$ cat src/rtl/core/mprm_pkg.sv
// Pulse rate meter package: widths, reset values, register codes, config struct.
// No dependencies; imported by every other file of the block.
`timescale 1ns / 1ps

package mprm_pkg;

	localparam int CHANNELS    = 6;
	localparam int TIME_BITS   = 16;
	localparam int CH_BITS     = 3;
	localparam int TS_BITS     = 16;
	localparam int RATE_BITS   = 16;
	localparam int WRAP_BITS   = 16;
	localparam int NUM_BITS    = 16;
	localparam int TICK_BITS   = 8;
	localparam int PROD_BITS   = TIME_BITS + TICK_BITS;
	localparam int CNT_BITS    = $clog2(RATE_BITS);
	localparam int CH_IDX_BITS = (CHANNELS > 1) ? $clog2(CHANNELS) : 1;
	localparam int EQUAL_GAP   = 10;

	localparam int ADDR_BITS   = 4;
	localparam int DATA_BITS   = 32;

	localparam logic [WRAP_BITS-1:0] WRAP_RESET = WRAP_BITS'(10000);
	localparam logic [NUM_BITS-1:0]  NUM_RESET  = NUM_BITS'(60000);
	localparam logic [TICK_BITS-1:0] TICK_RESET = TICK_BITS'(10);

	typedef enum logic [1:0] {
		REG_WRAP_TICKS     = 2'd0,
		REG_RATE_NUMERATOR = 2'd1,
		REG_TICK_LENGTH    = 2'd2
	} reg_idx_t;

	typedef struct packed {
		logic [WRAP_BITS-1:0] wrap_ticks;
		logic [NUM_BITS-1:0]  rate_numerator;
		logic [TICK_BITS-1:0] tick_length;
	} mprm_cfg_t;

endpackage

$ cat src/rtl/core/mprm_if.sv
// Valid/ready stream interfaces for the edge beats in and the rate beats out.
// Depends on mprm_pkg.
`timescale 1ns / 1ps

interface mprm_in_if;
	import mprm_pkg::*;

	logic                 valid;
	logic                 ready;
	logic [CH_BITS-1:0]   channel;
	logic [TS_BITS-1:0]   timestamp;

	modport source (output valid, output channel, output timestamp, input ready);
	modport sink (input valid, input channel, input timestamp, output ready);
endinterface

interface mprm_out_if;
	import mprm_pkg::*;

	logic                 valid;
	logic                 ready;
	logic [CH_BITS-1:0]   out_channel;
	logic [RATE_BITS-1:0] rate;
	logic                 updated;

	modport source (output valid, output out_channel, output rate, output updated, input ready);
	modport sink (input valid, input out_channel, input rate, input updated, output ready);
endinterface

$ cat src/rtl/core/mprm_cfg.sv
// APB register block: wrap_ticks, rate_numerator, tick_length.
// Depends on mprm_pkg.
`timescale 1ns / 1ps

module mprm_cfg (
	input  logic                           clk,
	input  logic                           arst_n,
	input  logic                           psel,
	input  logic                           penable,
	input  logic                           pwrite,
	input  logic [mprm_pkg::ADDR_BITS-1:0] paddr,
	input  logic [mprm_pkg::DATA_BITS-1:0] pwdata,
	output logic [mprm_pkg::DATA_BITS-1:0] prdata,
	output logic                           pready,
	output mprm_pkg::mprm_cfg_t            cfg
);
	import mprm_pkg::*;

	mprm_cfg_t cfg_q;
	reg_idx_t  idx;
	logic      wr_en;

	assign idx    = reg_idx_t'(paddr[3:2]);
	assign wr_en  = psel && penable && pwrite;
	assign pready = 1'b1;
	assign cfg    = cfg_q;

	always_ff @(posedge clk or negedge arst_n) begin
		if (!arst_n) begin
			cfg_q.wrap_ticks     <= WRAP_RESET;
			cfg_q.rate_numerator <= NUM_RESET;
			cfg_q.tick_length    <= TICK_RESET;
		end else if (wr_en) begin
			case (idx)
				REG_WRAP_TICKS:     cfg_q.wrap_ticks     <= pwdata[WRAP_BITS-1:0];
				REG_RATE_NUMERATOR: cfg_q.rate_numerator <= pwdata[NUM_BITS-1:0];
				REG_TICK_LENGTH:    cfg_q.tick_length    <= pwdata[TICK_BITS-1:0];
				default: ;
			endcase
		end
	end

	always_comb begin
		prdata = '0;
		case (idx)
			REG_WRAP_TICKS:     prdata = DATA_BITS'(cfg_q.wrap_ticks);
			REG_RATE_NUMERATOR: prdata = DATA_BITS'(cfg_q.rate_numerator);
			REG_TICK_LENGTH:    prdata = DATA_BITS'(cfg_q.tick_length);
			default:            prdata = '0;
		endcase
	end

endmodule

$ cat src/rtl/core/mprm_muldiv.sv
// Serial arithmetic: shift-add multiply of gap by tick length, one multiplier bit
// per cycle, then restoring divide of the numerator, one quotient bit per cycle.
// Depends on mprm_pkg.
`timescale 1ns / 1ps

module mprm_muldiv (
	input  logic                           clk,
	input  logic                           arst_n,
	input  logic                           start,
	input  logic [mprm_pkg::TIME_BITS-1:0] gap,
	input  logic [mprm_pkg::TICK_BITS-1:0] tick_length,
	input  logic [mprm_pkg::NUM_BITS-1:0]  numerator,
	output logic                           done,
	output logic [mprm_pkg::RATE_BITS-1:0] quotient
);
	import mprm_pkg::*;

	typedef enum logic [2:0] {
		MD_IDLE = 3'b001,
		MD_MUL  = 3'b010,
		MD_DIV  = 3'b100
	} md_state_t;

	md_state_t              state_q;
	logic [CNT_BITS-1:0]    cnt_q;
	logic [PROD_BITS-1:0]   mcand_q;
	logic [TICK_BITS-1:0]   mplier_q;
	logic [PROD_BITS-1:0]   prod_q;
	logic [PROD_BITS-1:0]   rem_q;
	logic [RATE_BITS-1:0]   quo_q;
	logic                   done_q;

	logic [PROD_BITS:0]     trial;
	logic                   fits;
	logic [PROD_BITS:0]     diff;

	assign trial = {rem_q, quo_q[RATE_BITS-1]};
	assign fits  = trial >= {1'b0, prod_q};
	assign diff  = trial - {1'b0, prod_q};

	assign done     = done_q;
	assign quotient = quo_q;

	always_ff @(posedge clk or negedge arst_n) begin
		if (!arst_n) begin
			state_q  <= MD_IDLE;
			cnt_q    <= '0;
			mcand_q  <= '0;
			mplier_q <= '0;
			prod_q   <= '0;
			rem_q    <= '0;
			quo_q    <= '0;
			done_q   <= 1'b0;
		end else begin
			done_q <= (state_q == MD_DIV) && ((prod_q == '0) || (cnt_q == '0));
			case (state_q)
				MD_IDLE: begin
					if (start) begin
						mcand_q  <= PROD_BITS'(gap);
						mplier_q <= tick_length;
						prod_q   <= '0;
						cnt_q    <= CNT_BITS'(TICK_BITS - 1);
						state_q  <= MD_MUL;
					end
				end
				MD_MUL: begin
					if (mplier_q[0]) begin
						prod_q <= prod_q + mcand_q;
					end
					mcand_q  <= {mcand_q[PROD_BITS-2:0], 1'b0};
					mplier_q <= {1'b0, mplier_q[TICK_BITS-1:1]};
					if (cnt_q == '0) begin
						rem_q   <= '0;
						quo_q   <= RATE_BITS'(numerator);
						cnt_q   <= CNT_BITS'(RATE_BITS - 1);
						state_q <= MD_DIV;
					end else begin
						cnt_q <= cnt_q - 1'b1;
					end
				end
				MD_DIV: begin
					if (prod_q == '0) begin
						// zero divisor saturates
						quo_q   <= '1;
						state_q <= MD_IDLE;
					end else begin
						rem_q <= fits ? diff[PROD_BITS-1:0] : trial[PROD_BITS-1:0];
						quo_q <= {quo_q[RATE_BITS-2:0], fits};
						if (cnt_q == '0) begin
							state_q <= MD_IDLE;
						end else begin
							cnt_q <= cnt_q - 1'b1;
						end
					end
				end
				default: state_q <= MD_IDLE;
			endcase
		end
	end

endmodule

$ cat src/rtl/core/multichannel_pulse_rate_meter_core.sv
// Top level of the multichannel pulse rate meter: per-channel state and sequencer.
// Depends on mprm_pkg, mprm_if, mprm_cfg, mprm_muldiv.
//
// Usage:
//   req carries one beat per falling edge: channel and tick timestamp.
//   rsp returns one beat per edge: out_channel, rate and updated.
//   APB port sets wrap_ticks (0x0), rate_numerator (0x4), tick_length (0x8);
//   write only while idle.
// Sequencing:
//   One edge in flight at a time; req.ready is high only when the sequencer is idle.
//   First edge on a channel, or an out-of-range channel: no arithmetic; the
//   result passes ST_OUT into the rsp output register, then the sequencer is idle.
//   Armed channel: a serial multiply, then a serial divide in the arithmetic
//   unit (ST_CALC), then ST_OUT and the rsp output register. A zero divisor
//   ends the divide at once.
// Reset:
//   All channels disarmed, stored times and rates zero, registers at defaults.
// Backpressure:
//   The rsp output register holds its beat until taken; a following edge is
//   still accepted and computed, and waits for the output register to free.
`timescale 1ns / 1ps

module multichannel_pulse_rate_meter_core (
	input  logic                           clk,
	input  logic                           arst_n,
	input  logic                           psel,
	input  logic                           penable,
	input  logic                           pwrite,
	input  logic [mprm_pkg::ADDR_BITS-1:0] paddr,
	input  logic [mprm_pkg::DATA_BITS-1:0] pwdata,
	output logic [mprm_pkg::DATA_BITS-1:0] prdata,
	output logic                           pready,
	mprm_in_if.sink                        req,
	mprm_out_if.source                     rsp
);
	import mprm_pkg::*;

	typedef enum logic [2:0] {
		ST_IDLE = 3'b001,
		ST_CALC = 3'b010,
		ST_OUT  = 3'b100
	} state_t;

	mprm_cfg_t              cfg;
	state_t                 state_q;

	logic                   armed_q     [CHANNELS];
	logic [TIME_BITS-1:0]   last_time_q [CHANNELS];
	logic [RATE_BITS-1:0]   rate_q      [CHANNELS];

	logic [CH_BITS-1:0]     ch_q;
	logic [RATE_BITS-1:0]   res_rate_q;
	logic                   res_upd_q;
	logic                   rsp_valid_q;
	logic [CH_BITS-1:0]     rsp_ch_q;
	logic [RATE_BITS-1:0]   rsp_rate_q;
	logic                   rsp_upd_q;

	logic                   accept;
	logic                   in_range;
	logic [CH_IDX_BITS-1:0] idx;
	logic [CH_IDX_BITS-1:0] idx_q;
	logic [TIME_BITS-1:0]   t_in;
	logic [TIME_BITS-1:0]   t_last;
	logic [TIME_BITS-1:0]   gap;
	logic                   md_start;
	logic                   md_done;
	logic [RATE_BITS-1:0]   md_quo;

	mprm_cfg u_cfg (
		.clk     (clk),
		.arst_n  (arst_n),
		.psel    (psel),
		.penable (penable),
		.pwrite  (pwrite),
		.paddr   (paddr),
		.pwdata  (pwdata),
		.prdata  (prdata),
		.pready  (pready),
		.cfg     (cfg)
	);

	assign accept   = req.valid && req.ready;
	assign in_range = {1'b0, req.channel} < (CH_BITS + 1)'(CHANNELS);
	assign idx      = CH_IDX_BITS'(req.channel);
	assign idx_q    = CH_IDX_BITS'(ch_q);
	assign t_in     = TIME_BITS'(req.timestamp);
	assign t_last   = in_range ? last_time_q[idx] : '0;

	always_comb begin
		if (t_in == t_last) begin
			gap = TIME_BITS'(EQUAL_GAP);
		end else if (t_in > t_last) begin
			gap = t_in - t_last;
		end else begin
			gap = TIME_BITS'(cfg.wrap_ticks) - t_last + t_in;
		end
	end

	assign md_start = accept && in_range && armed_q[idx];

	mprm_muldiv u_md (
		.clk         (clk),
		.arst_n      (arst_n),
		.start       (md_start),
		.gap         (gap),
		.tick_length (cfg.tick_length),
		.numerator   (cfg.rate_numerator),
		.done        (md_done),
		.quotient    (md_quo)
	);

	assign req.ready       = (state_q == ST_IDLE);
	assign rsp.valid       = rsp_valid_q;
	assign rsp.out_channel = rsp_ch_q;
	assign rsp.rate        = rsp_rate_q;
	assign rsp.updated     = rsp_upd_q;

	always_ff @(posedge clk or negedge arst_n) begin
		if (!arst_n) begin
			state_q     <= ST_IDLE;
			for (int k = 0; k < CHANNELS; k++) begin
				armed_q[k]     <= 1'b0;
				last_time_q[k] <= '0;
				rate_q[k]      <= '0;
			end
			ch_q        <= '0;
			res_rate_q  <= '0;
			res_upd_q   <= 1'b0;
			rsp_valid_q <= 1'b0;
			rsp_ch_q    <= '0;
			rsp_rate_q  <= '0;
			rsp_upd_q   <= 1'b0;
		end else begin
			if ((state_q == ST_OUT) && (!rsp_valid_q || rsp.ready)) begin
				rsp_valid_q <= 1'b1;
			end else if (rsp_valid_q && rsp.ready) begin
				rsp_valid_q <= 1'b0;
			end
			case (state_q)
				ST_IDLE: begin
					if (accept) begin
						ch_q <= req.channel;
						if (in_range) begin
							armed_q[idx]     <= 1'b1;
							last_time_q[idx] <= t_in;
							if (armed_q[idx]) begin
								state_q <= ST_CALC;
							end else begin
								res_rate_q <= rate_q[idx];
								res_upd_q  <= 1'b0;
								state_q    <= ST_OUT;
							end
						end else begin
							res_rate_q <= '0;
							res_upd_q  <= 1'b0;
							state_q    <= ST_OUT;
						end
					end
				end
				ST_CALC: begin
					if (md_done) begin
						rate_q[idx_q] <= md_quo;
						res_rate_q    <= md_quo;
						res_upd_q     <= 1'b1;
						state_q       <= ST_OUT;
					end
				end
				ST_OUT: begin
					if (!rsp_valid_q || rsp.ready) begin
						rsp_ch_q    <= ch_q;
						rsp_rate_q  <= res_rate_q;
						rsp_upd_q   <= res_upd_q;
						state_q     <= ST_IDLE;
					end
				end
				default: state_q <= ST_IDLE;
			endcase
		end
	end

endmodule

$ cat src/flat_wrapper.sv
// flat-port wrapper written by rule: the top's interface ports become plain ports
module multichannel_pulse_rate_meter_core_flat import mprm_pkg::*;
  (clk, arst_n, psel, penable, pwrite, paddr, pwdata, prdata, pready, req_valid, req_channel, req_timestamp, req_ready, rsp_valid, rsp_out_channel, rsp_rate, rsp_updated, rsp_ready);
  mprm_in_if req_i ();
  mprm_out_if rsp_i ();
  input  logic clk;
  input  logic arst_n;
  input  logic psel;
  input  logic penable;
  input  logic pwrite;
  input  logic [mprm_pkg::ADDR_BITS-1:0] paddr;
  input  logic [mprm_pkg::DATA_BITS-1:0] pwdata;
  output logic [mprm_pkg::DATA_BITS-1:0] prdata;
  output logic pready;
  input wire logic [$bits(req_i.valid)-1:0] req_valid;
  input wire logic [$bits(req_i.channel)-1:0] req_channel;
  input wire logic [$bits(req_i.timestamp)-1:0] req_timestamp;
  output wire logic [$bits(req_i.ready)-1:0] req_ready;
  output wire logic [$bits(rsp_i.valid)-1:0] rsp_valid;
  output wire logic [$bits(rsp_i.out_channel)-1:0] rsp_out_channel;
  output wire logic [$bits(rsp_i.rate)-1:0] rsp_rate;
  output wire logic [$bits(rsp_i.updated)-1:0] rsp_updated;
  input wire logic [$bits(rsp_i.ready)-1:0] rsp_ready;
  assign req_i.valid = req_valid;
  assign req_i.channel = req_channel;
  assign req_i.timestamp = req_timestamp;
  assign req_ready = req_i.ready;
  assign rsp_valid = rsp_i.valid;
  assign rsp_out_channel = rsp_i.out_channel;
  assign rsp_rate = rsp_i.rate;
  assign rsp_updated = rsp_i.updated;
  assign rsp_i.ready = rsp_ready;
  multichannel_pulse_rate_meter_core u_core (.clk(clk), .arst_n(arst_n), .psel(psel), .penable(penable), .pwrite(pwrite), .paddr(paddr), .pwdata(pwdata), .prdata(prdata), .pready(pready), .req(req_i), .rsp(rsp_i));
endmodule
$ cat config.mk
export PLATFORM = sky130hd
export DESIGN_NAME = multichannel_pulse_rate_meter_core_flat
export DESIGN_NICKNAME = d
export VERILOG_FILES = /design/src/rtl/core/mprm_pkg.sv /design/src/rtl/core/mprm_if.sv /design/src/rtl/core/mprm_cfg.sv /design/src/rtl/core/mprm_muldiv.sv /design/src/rtl/core/multichannel_pulse_rate_meter_core.sv /design/src/flat_wrapper.sv
export SDC_FILE = /design/constraint.sdc
export NUM_CORES = 1
export LEC_CHECK = 0
export ABC_AREA = 1
export BUFFER_PORTS_ARGS = -buffer_cell sky130_fd_sc_hd__buf_4
export CAP_MARGIN = 20
export CORE_MARGIN = 2
export CORE_UTILIZATION = 60
export CTS_BUF_LIST = sky130_fd_sc_hd__clkbuf_4 sky130_fd_sc_hd__clkbuf_8
export DETAILED_ROUTE_END_ITERATION = 6
export GPL_ROUTABILITY_DRIVEN = 0
export HOLD_SLACK_MARGIN = 0.1
export MAX_ROUTING_LAYER = met4
export PLACE_DENSITY = 0.78
export SKIP_CTS_REPAIR_TIMING = 1
export SYNTH_ARGS = -nofsm -noshare
export SYNTH_HDL_FRONTEND = slang
export SYNTH_HIERARCHICAL = 1
export SYNTH_SLANG_ARGS = --single-unit
$ cat constraint.sdc
create_clock -name clk -period 7.6 [get_ports clk]
set_input_delay 1.14 -clock clk [delete_from_list [all_inputs] [get_ports clk]]
set_output_delay 1.14 -clock clk [all_outputs]
set_load 0.1 [all_outputs]
==> results_dict.tcl <==
set metrics [dict create \
    run_status "complete, no violations" \
    vdd_drop_max_v 0.0002493 \
    insertedDiodeCount 0 \
    maxCapViolCount 0 \
    htree_num_levels 3 \
    power.leakage_nw 13.36 \
    drive_gt1_frac 0.09346 \
    cp.required_ps 8060 \
    synth-seq-cells 386 \
    report.final.setup_viol 0 \
    drt_iter0_markers 1888 \
    dieWidth_um 199.7 \
    grt_antenna_before_repair 0 \
    timing.fmax_ghz 0.1909 \
    dp_hpwl_mm 43.58 \
    hold_critical_path_depth 2 \
    synth-edff-count 0 \
    rows 71 \
    vertical_extent_of_the_die_um 199.7 \
    drt-pass1-iter-count 6 \
    post_drt_wl_per_cell_um 16.60 \
    die-area_um2 39860 \
    grt_max_degree 193 \
    maximum_net_fanout_on_the_critical_path 28 \
    io_pins 117 \
    yosysWarningCount 6 \
    global_route.usage.total 0.3316 \
    synth-async-reset-ratio 1.000 \
    clock_tree.root_cell "clkbuf_8" \
    timing.critical_path.cells "buf_4, inv_2, nand3_2, inv_1, a22oi_1, and3_1, nand2_1, inv_1, ha_1, nand2_1, nor2_1, and2_1, nand3_1, nand2_2, nand3_1, nand2_1, nor2_1, o211ai_1, o21ai_0" \
    post_detailed_route_drc_marker_count 0 \
    floorplan.core_area_um2 37670 \
    synth-seq-area-share 0.4214 \
    cts-buffers-inserted 67 \
    dr_vias 20910 \
    synthDistinctLibCells 49 \
    timing.critical_path.from_type "primary input" \
    powerDensity_nw_per_um2 354.5 \
    synth_area_per_cell_um2 7.345 \
    slew_headroom 0.2346 \
    clock_latency_ps 620 \
    vias_in_the_first_global_route 20030 \
    cp_num_cells 19 \
    fin_nets 3356 \
    grt_overflow 0 \
    vias_per_cell 5.571 \
    synth_cells 3127 \
    min_path_type "reg2reg" \
    whs_ps 456.4 \
    numClockSinks 386 \
    cts.clk_slew.worst_paths_ps 60 \
    unrepaired_setup_endpoints_after_global_routing "no" \
    timing_worst_setup_path_type "in2reg" \
    critical-path-top-delay-family "simple AND/OR/NAND/NOR gates" \
    clock_skew_ps 27.98 \
    critical_path_arrival_ps 5700 \
    final-max-slew-violation-count 0 \
    floorplan.initialDensity 0.6098 \
    io_buffer_count 81 \
    wl_mm 62.30 \
    depth_of_the_worst_register_to_register_path 15 \
    critical-path-max-stage-delay_ps 840 \
    cts-root-to-sink-buffers 3 \
    grt_first_pass_wirelength_mm 101.1 \
    antenna_violating_nets_post_route 0 \
    yosys_most_used_dff "dfrtp_1" \
    area_growth_syn_to_layout_pct 10.14 \
    path_common_cell "nand2_1" \
    worst_pin_slew_ps 1147 \
    crit_path_time_final_ps 5239 \
    fin_crit_sh 0.6894 \
    hold_viol_final 0 \
    worstPathBufferInverterCount 4 \
    fin_tns_setup_ps 0 \
    worst_path_max_delay_cell "inv_1" \
    syn_area_um2 22970 \
    cts_tree "built" \
    fillers 3253 \
    end_kind "flip-flop" \
]
kinds of logic after synthesis:
group,after synthesis,share of synthesized area
AO/OA/AOI/OAI,504,0.1199
XOR/XNOR,26,0.009915
adder cells (fa/ha/maj),99,0.05982
buffers and inverters,536,0.09806
flip-flops,386,0.4214
multiplexers,17,0.008335
other,2,0.0003270
AND/OR/NAND/NOR,1557,0.2823
metal layers:
layer	GRT usage	routed length, um
met5	-	0
met4	0.1163	1691
met3	0.05603	4884
met2	0.5283	28970
met1	0.4307	26760
flip-flops by register name, summed over array words and instances, names as in the netlist, 4 cells and up:
register and count:
u_core/armed_q 6, u_core/u_md/cnt_q 4, u_core/u_md/quotient 16, u_core/u_md/mcand_q 24, u_core/u_md/prod_q 24, u_core/res_rate_q 16, u_core/last_time_q 96, u_core/rsp.rate 16
u_core/u_md/mplier_q 8, u_core/rate_q 96, u_core/u_md/rem_q 24, u_core/u_cfg/cfg 40
power by group:
| group | total (mW) | internal (mW) | switching (mW) |
|---|---|---|---|
| logic | 4.06 | 1.27 | 2.80 |
| registers | 2.89 | 2.55 | 0.341 |
| clock network | 2.01 | 1.15 | 0.864 |
final timing paths:
path                                         from  slack (ps)                         to
max                                req_channel[2]        2360    u_core/u_md/mcand_q[10]
min                             u_core/armed_q[0]         460          u_core/armed_q[0]
max reg2reg                u_core/last_time_q[26]        3880    u_core/u_md/mcand_q[10]
min reg2reg                     u_core/armed_q[0]         460          u_core/armed_q[0]
max in group asynchronous                  arst_n        5550     u_core/last_time_q[70]
min in group asynchronous                  arst_n         530  u_core/rsp.out_channel[1]
cells in the final DEF (no fill, tap or decap), drive strengths merged, types with 17 or more instances in the layout:
master and instances:
a21oi 96, nor3 20, nand3 135, mux2 17, ha 81, buf 101
nand3b 30, fa 18, conb 17, dfrtp 370, nor2 156, nand2 1154
clkbuf 101, xnor2 17, o22ai 21, inv 422, nand4 38, o211ai 24
a22oi 25, o21ai 317
layout make-up:
class | count | area, um2 | area share
Clock buffer | 101 | 1240 | 0.04902
Clock inverter | 15 | 171.4 | 0.006776
Inverter | 419 | 1573 | 0.06218
Multi-Input combinational cell | 2220 | 11090 | 0.4385
Sequential cell | 386 | 9679 | 0.3826
Tap cell | 511 | 639.4 | 0.02528
Timing Repair Buffer | 101 | 900.9 | 0.03561
cells in the mapped netlist, types with 18 or more instances:
cell | n | area share
nor2_1 | 147 | 0.024
o22ai_1 | 20 | 0.0054
dfrtp_1 | 370 | 0.40
nand4_1 | 38 | 0.010
nand3b_1 | 30 | 0.0098
o211ai_1 | 24 | 0.0078
nand2_1 | 1144 | 0.19
nand3_1 | 128 | 0.028
inv_1 | 404 | 0.066
buf_4 | 28 | 0.0092
fa_1 | 18 | 0.016
clkbuf_1 | 39 | 0.0064
a22oi_1 | 25 | 0.0082
buf_2 | 36 | 0.0078
o21ai_0 | 309 | 0.067
a21oi_1 | 94 | 0.020
ha_1 | 81 | 0.044
per-stage QoR:
stage / std cells / cell area, um2 / setup WS (ps) / util / power [mW]
detailed placement: 3629 / 23700 / 1965 / 0.6293 / 6.855
CTS: 3745 / 25110 / 2575 / 0.6667 / 8.901
global route: 3753 / 25300 / 1978 / 0.6716 / 9.620
floorplan: 3142 / 23020 / 3600 / - / 5.937
finish: 3753 / 25300 / 2361 / 0.6716 / 8.967
global placement: 3629 / 23700 / 2034 / 0.6293 / 6.736
worst min-delay path, delay by kind of cell, from the launching register on:
| family | cells | cell delay, ps |
|---|---|---|
| and+or+nand+nor | 1 | 60 |
| DFF | 1 | 320 |
| buffers and inverters | 1 | 50 |
Power figures use the tool's default switching activity.
